<file path="src/hdl/lsc_pkg.sv">
// Shared types and codes for the indexed list store.
package lsc_pkg;

   localparam int DATA_W = 32;
   localparam int POS_W = 16;
   localparam int LEN_W = 11;

   localparam logic [2:0] OP_READ     = 3'd0;
   localparam logic [2:0] OP_INS_HEAD = 3'd1;
   localparam logic [2:0] OP_INS_TAIL = 3'd2;
   localparam logic [2:0] OP_INS_AT   = 3'd3;
   localparam logic [2:0] OP_DELETE   = 3'd4;

   localparam logic [1:0] ST_DONE    = 2'd0;
   localparam logic [1:0] ST_INVALID = 2'd1;
   localparam logic [1:0] ST_FULL    = 2'd2;

   typedef struct packed {
      logic [2:0]              opcode;
      logic [POS_W-1:0]        position;
      logic signed [DATA_W-1:0] item_value;
   } lsc_req_type;

   typedef struct packed {
      logic signed [DATA_W-1:0] read_value;
      logic [1:0]              status;
      logic [LEN_W-1:0]        length_now;
   } lsc_rsp_type;

   typedef struct packed {
      logic                    ins;
      logic                    del;
      logic [POS_W-1:0]        position;
      logic [DATA_W-1:0]       item_value;
   } lsc_shift_ctl_type;

endpackage

</file>
<file path="src/hdl/lsc_cell.sv">
// One storage cell of the list chain, shifting with its neighbors on insert and delete.
module lsc_cell
   import lsc_pkg::*;
#(
   parameter int CELL_INDEX = 0
) (
   input  logic              clock,
   input  lsc_shift_ctl_type ctl,
   input  logic [DATA_W-1:0] left_data,
   input  logic [DATA_W-1:0] right_data,
   output logic [DATA_W-1:0] cell_data
);

   localparam logic [POS_W-1:0] IDX = POS_W'(CELL_INDEX);

   logic [DATA_W-1:0] data_ff;
   logic [DATA_W-1:0] data_in;

   always_comb begin
      data_in = data_ff;
      if (ctl.ins && (IDX > ctl.position)) begin
         data_in = left_data;
      end else if (ctl.ins && (IDX == ctl.position)) begin
         data_in = ctl.item_value;
      end else if (ctl.del && (IDX >= ctl.position)) begin
         data_in = right_data;
      end
   end

   always_ff @(posedge clock) begin
      data_ff <= data_in;
   end

   assign cell_data = data_ff;

endmodule

</file>
<file path="config.mk">
export PLATFORM = sky130hd
export DESIGN_NAME = lsc_cell
export DESIGN_NICKNAME = d
export VERILOG_FILES = /design/src/hdl/lsc_pkg.sv /design/src/hdl/lsc_cell.sv
export SDC_FILE = /design/constraint.sdc
export NUM_CORES = 1
export LEC_CHECK = 0
export BUFFER_PORTS_ARGS = -buffer_cell sky130_fd_sc_hd__buf_2
export CORE_ASPECT_RATIO = 0.7
export CORE_MARGIN = 4
export CORE_UTILIZATION = 35
export CTS_CLUSTER_SIZE = 40
export DETAILED_ROUTE_END_ITERATION = 12
export GPL_TIMING_DRIVEN = 0
export PLACE_DENSITY = 0.78
export SETUP_SLACK_MARGIN = 0.05
export SYNTH_ARGS = -nofsm -noshare
export SYNTH_HDL_FRONTEND = slang
export SYNTH_SLANG_ARGS = --single-unit
</file>
<file path="constraint.sdc">
create_clock -name clock -period 2.4 [get_ports clock]
set_clock_uncertainty 0.15 [all_clocks]
set_input_delay 0.12 -clock clock [delete_from_list [all_inputs] [get_ports clock]]
set_output_delay 0.12 -clock clock [all_outputs]
set_load 0.01 [all_outputs]
</file>
---- Word-level counts from Yosys, hierarchy flattened ----
Index checks and enable logic that the tools add are counted.
cells by class
  mux-type cells .......................... 3
  $lt $le $gt $ge ......................... 2
  reduce and logical (&&, ||, !) cells .... 5
operator list
  kind                   count
  $mux W32               3
  $ge A1 B16 Y1 const A  1
  $gt A1 B16 Y1 const A  1
  $logic_not A16 Y1      1
  $logic_and A1 B1 Y1    3
  $reduce_bool A3 Y1     1
word-level totals
  input bits .............................. 115
  bits in registers ....................... 32
  logic and storage cells ................. 11
  output and inout port bits .............. 32

---- Logic depth before layout (Yosys ltp) ----
  word-level depth ........................ 5
  depth in mapped cells ................... 5
  depth with buffers taken out ............ 4

---- Least setup slack after synthesis ----
No wires, ideal clock.
  path type ............................... input port to flip-flop
  from .................................... in ctl[37] in the netlist's numbering
  to ...................................... reg data_ff[0] (netlist: cell_data[0]), enable pin
  stages on the path ...................... 3
  data required time ...................... 1.859 ns
  setup slack ............................. 0.181 ns
  arrival ................................. 1.678 ns
  cell sequence ........................... or4_1 > nor2_1 > o2111a_1
between the ends
  longest elaborated chain between the ends .. 3
  elaborated cells between the ends (all ways) .. 7
  classes of those cells .................. order compare (2); reduce/logical (5)
RTL lines
  item                                           line                                            source
  start: declaration                             lsc_cell.sv:8                                   input lsc_shift_ctl_type ctl,
  $gt A1 B16 Y1 (tied with other cells)          lsc_cell.sv:21                                  if (ctl.ins && (IDX > ctl.position)) begin
  $logic_and A1 B1 Y1, on equally long branches  lsc_cell.sv:21, lsc_cell.sv:23, lsc_cell.sv:25
  $reduce_bool A3 Y1 (no line) *                 --
  end signal: assignment                         lsc_cell.sv:31                                  data_ff <= data_in;
  end: declaration                               lsc_cell.sv:16                                  logic [DATA_W-1:0] data_ff;
Mark *: on every way between the ends. The rest lies on a longest branch, timed or not.
A chain may end at the register's enable or synchronous reset.

---- Final worst setup path ----
  from .................................... in ctl[37] in the netlist's numbering
  to ...................................... reg data_ff[0] (netlist: cell_data[0]), data pin
between the ends
  longest elaborated chain between the ends .. 4
  elaborated cells between the ends (all ways) .. 6
  classes of those cells .................. order compare (1); mux (2); reduce/logical (3)
RTL lines
  item                                                                   line            source
  parallel branches: the longest is 3 deep, another holds $gt A1 B16 Y1  --
  $mux W32 *                                                             lsc_cell.sv:21
  net data_in[0]                                                         lsc_cell.sv:17  logic [DATA_W-1:0] data_in;
Mark *: on every way through the listed nets, which the timed path passes.

==> flow_summary.yaml <==
timing:
  setup-tns-final_ns: 0
  period_minus_slack_ns: 2.170
  slew_headroom: 0.5128
  setup-violations-final: 0
  tightest_slew_ns: 0.7308
  layout_worst_path_cycle_share: 0.9043
  rsz0062_at_grt: "no"
  timing.final.hold_violations: 0
  timing.final.max_slew_violations: 0
  max_freq_ghz: 0.4608
setup_path:
  crit_path_start: "ctl[37]"
  crit_fanout: 5
  crit_path_start_kind: "input pin"
  critical-path-max-stage-delay_ns: 0.56
  cell_by_cell_listing_of_the_critical_path: "buf_2, or4_1, nor2_1, nand4_2, mux2_2, dlygate4sd3_1"
  cpMaxStageDelayCell: "dlygate4sd3_1"
  worst-path-buf-inv: 2
  cpLargestDelayFamily: "simple AND/OR/NAND/NOR gates"
  critPathKind: "in2reg"
  timing.critical_path.required_ns: 2.28
  worst_ep_arrival_time_ns: 2.05
  worst_setup_end_kind: "register"
detailed_routing:
  vias_per_cell: 4.471
  route.vias.total: 1377
  top_layer: "met4"
  drt_iter0_drc: 23
  met3WireLength_microns: 429
  routed_wire_length_per_instance_microns: 15.70
  antenna_violating_nets_post_route: 0
  routed_wl_microns: 4837
  route.layer.met1.wl_microns: 1714
  detailedRoute.firstPassIterationCount: 4
  met2_length_microns: 2638
  number_of_design_rule_violations_left_after_detail_routing: 0
floorplanning:
  floorplan.die.width_microns: 86.84
  fp.dieArea_sq_mm: 0.005487
  fp.dieH_microns: 63.19
  placeableCoreArea_sq_mm: 0.004065
  core.rowCount: 19
  io-pin-count: 147
  initial_core_util: 0.3746
layout:
  finalNetCount: 370
  final_cell_count_no_fill: 308
  diodes: 0
  largest_register_ff_count: 32
  drive_gt1_frac: 0.6172
  post_layout_instance_area_sq_mm: 0.002868
  fin_util: 0.7054
  flow.area_growth_from_synthesis_pct: 88.33
clocking:
  clk_pin_slew_ns: 0.07
  ctsHtreeMaxLevel: 2
  cts_num_sinks: 32
  tritoncts_clock_tree: "done"
  cts_buffer_depth: 2
  clockRootBuffer: "clkbuf_8"
  tritoncts.num_buffers: 5
  post-cts-setup-buffers: 0
synth:
  post_synth_inst_count: 74
  ys.flop_type: "edfxtp_1"
  synth.avg_cell_area_sq_um: 20.58
  netlist.area_leader.share: 0.6311
  synth.cell_area_sq_mm: 0.001523
  syn_nets: 189
  commonest_cells_post_synth: "32 x edfxtp_1, 30 x mux2_4, 3 x buf_6"
  yosys.area.top_type: "edfxtp_1"
  synth_seq_area_share: 0.6311
  netlist_top_cells_area: "edfxtp_1 63%, mux2_4 30%, buf_6 2.2%, mux2_2 1.5%, or4_1 0.99%"
  yosysWarningCount: 0
  edff_count_synth: 32
  synth-seq-cells: 32
  yosys.cell_count.top_type: "edfxtp_1"
  fraction_of_registers_with_async_set_reset: 0
  synth.lib_cells_used.distinct: 9
global_routing:
  maximum_number_of_pins_on_one_net_before_global_route_repair: 33
  grt_usage: 0.1803
  vias_in_the_first_global_route: 1576
  grt_antenna_before_repair: 0
  first_pass_grt_wire_length_microns: 7458
  grt_overflow: 0
power_and_ir_drop:
  ir_drop_mv: 0.3141
  pwr_density_cell_mw_per_mm2: 452.3
  fin_total_pwr_mw: 1.297
  leakage_power_nw: 1.378
place:
  placed_area_sq_mm: 0.002158
  io_buffer_count: 114
  dp.final_hpwl_microns: 2763
  dp_cell_count: 240
  gp_routability_congestion: 0.7365
outcome:
  status: "completed"
hold_path:
  min-delay-start: "right_data[12]"
  hold_path.class: "in2reg"
flow_run:
  drv_cap: 0
-- layout make-up --
cell class | count | area, sq um
fill | 263 | 1197
tap | 52 | 65.06
clock inverter | 2 | 35.03
timing repair buffer | 174 | 1171
multi-input combinational | 39 | 529.3
buffer | 3 | 33.78
clock buffer | 6 | 72.57
sequential | 32 | 960.9
-- what timing repair did --
item	CTS	global route
hold buffers	60	0
hold endpoints to repair	31	0
resized for setup	1	0
setup endpoints to repair	32	0
-- cells in the final DEF, fill, tap and decap left out, drive strengths merged, types with 2 or more instances in the layout --
cell type / instances
buf: 117
clkbuf: 6
dlygate4sd3: 60
edfxtp: 32
mux2: 32
nor4: 2
or4: 2
-- through the flow --
stage | worst slack, ns | hold slack, ns
4_1_cts | 0.2351 | 0.001619
5_1_grt | 0.1576 | 0.0008065
3_5_place_dp | -0.2684 | 0.2731
6_report | 0.2296 | 0.01149
2_1_floorplan | 0.1811 | 0.1875
3_3_place_gp | -0.2401 | 0.2702
-- report_power, final --
| part | internal, mW | total (mW) | switching (mW) |
|---|---|---|---|
| registers | 0.614 | 0.614 | 0.00000310 |
| logic | 0.145 | 0.191 | 0.0455 |
| clock network | 0.308 | 0.492 | 0.184 |
| total | 1.07 | 1.30 | 0.230 |
-- final timing paths --
path | end | depth (start not counted) | slack, ns
worst max-delay path | cell_data[0]$_DFFE_PP_ | 6 | 0.23
worst min-delay path | cell_data[12]$_DFFE_PP_ | 2 | 0.01
-- logic make-up (layout without fill, tap and decap cells) --
group,count (synthesis),in the layout,share of synthesized area
and+or+nand+nor,6,6,0.02875
buffers and inverters,3,185,0.02218
AOI/OAI and AO/OA,1,1,0.007395
DFF,32,32,0.6311
muxes,32,32,0.3106
-- per-layer routing --
layer / GRT usage / vias up
met3: 0.04688 / 4
met2: 0.3523 / 79
met1: 0.1829 / 636
met4: 0.05447 / 0
met5: 0 / -
li1: - / 658
(Power assumes the default switching activity.)
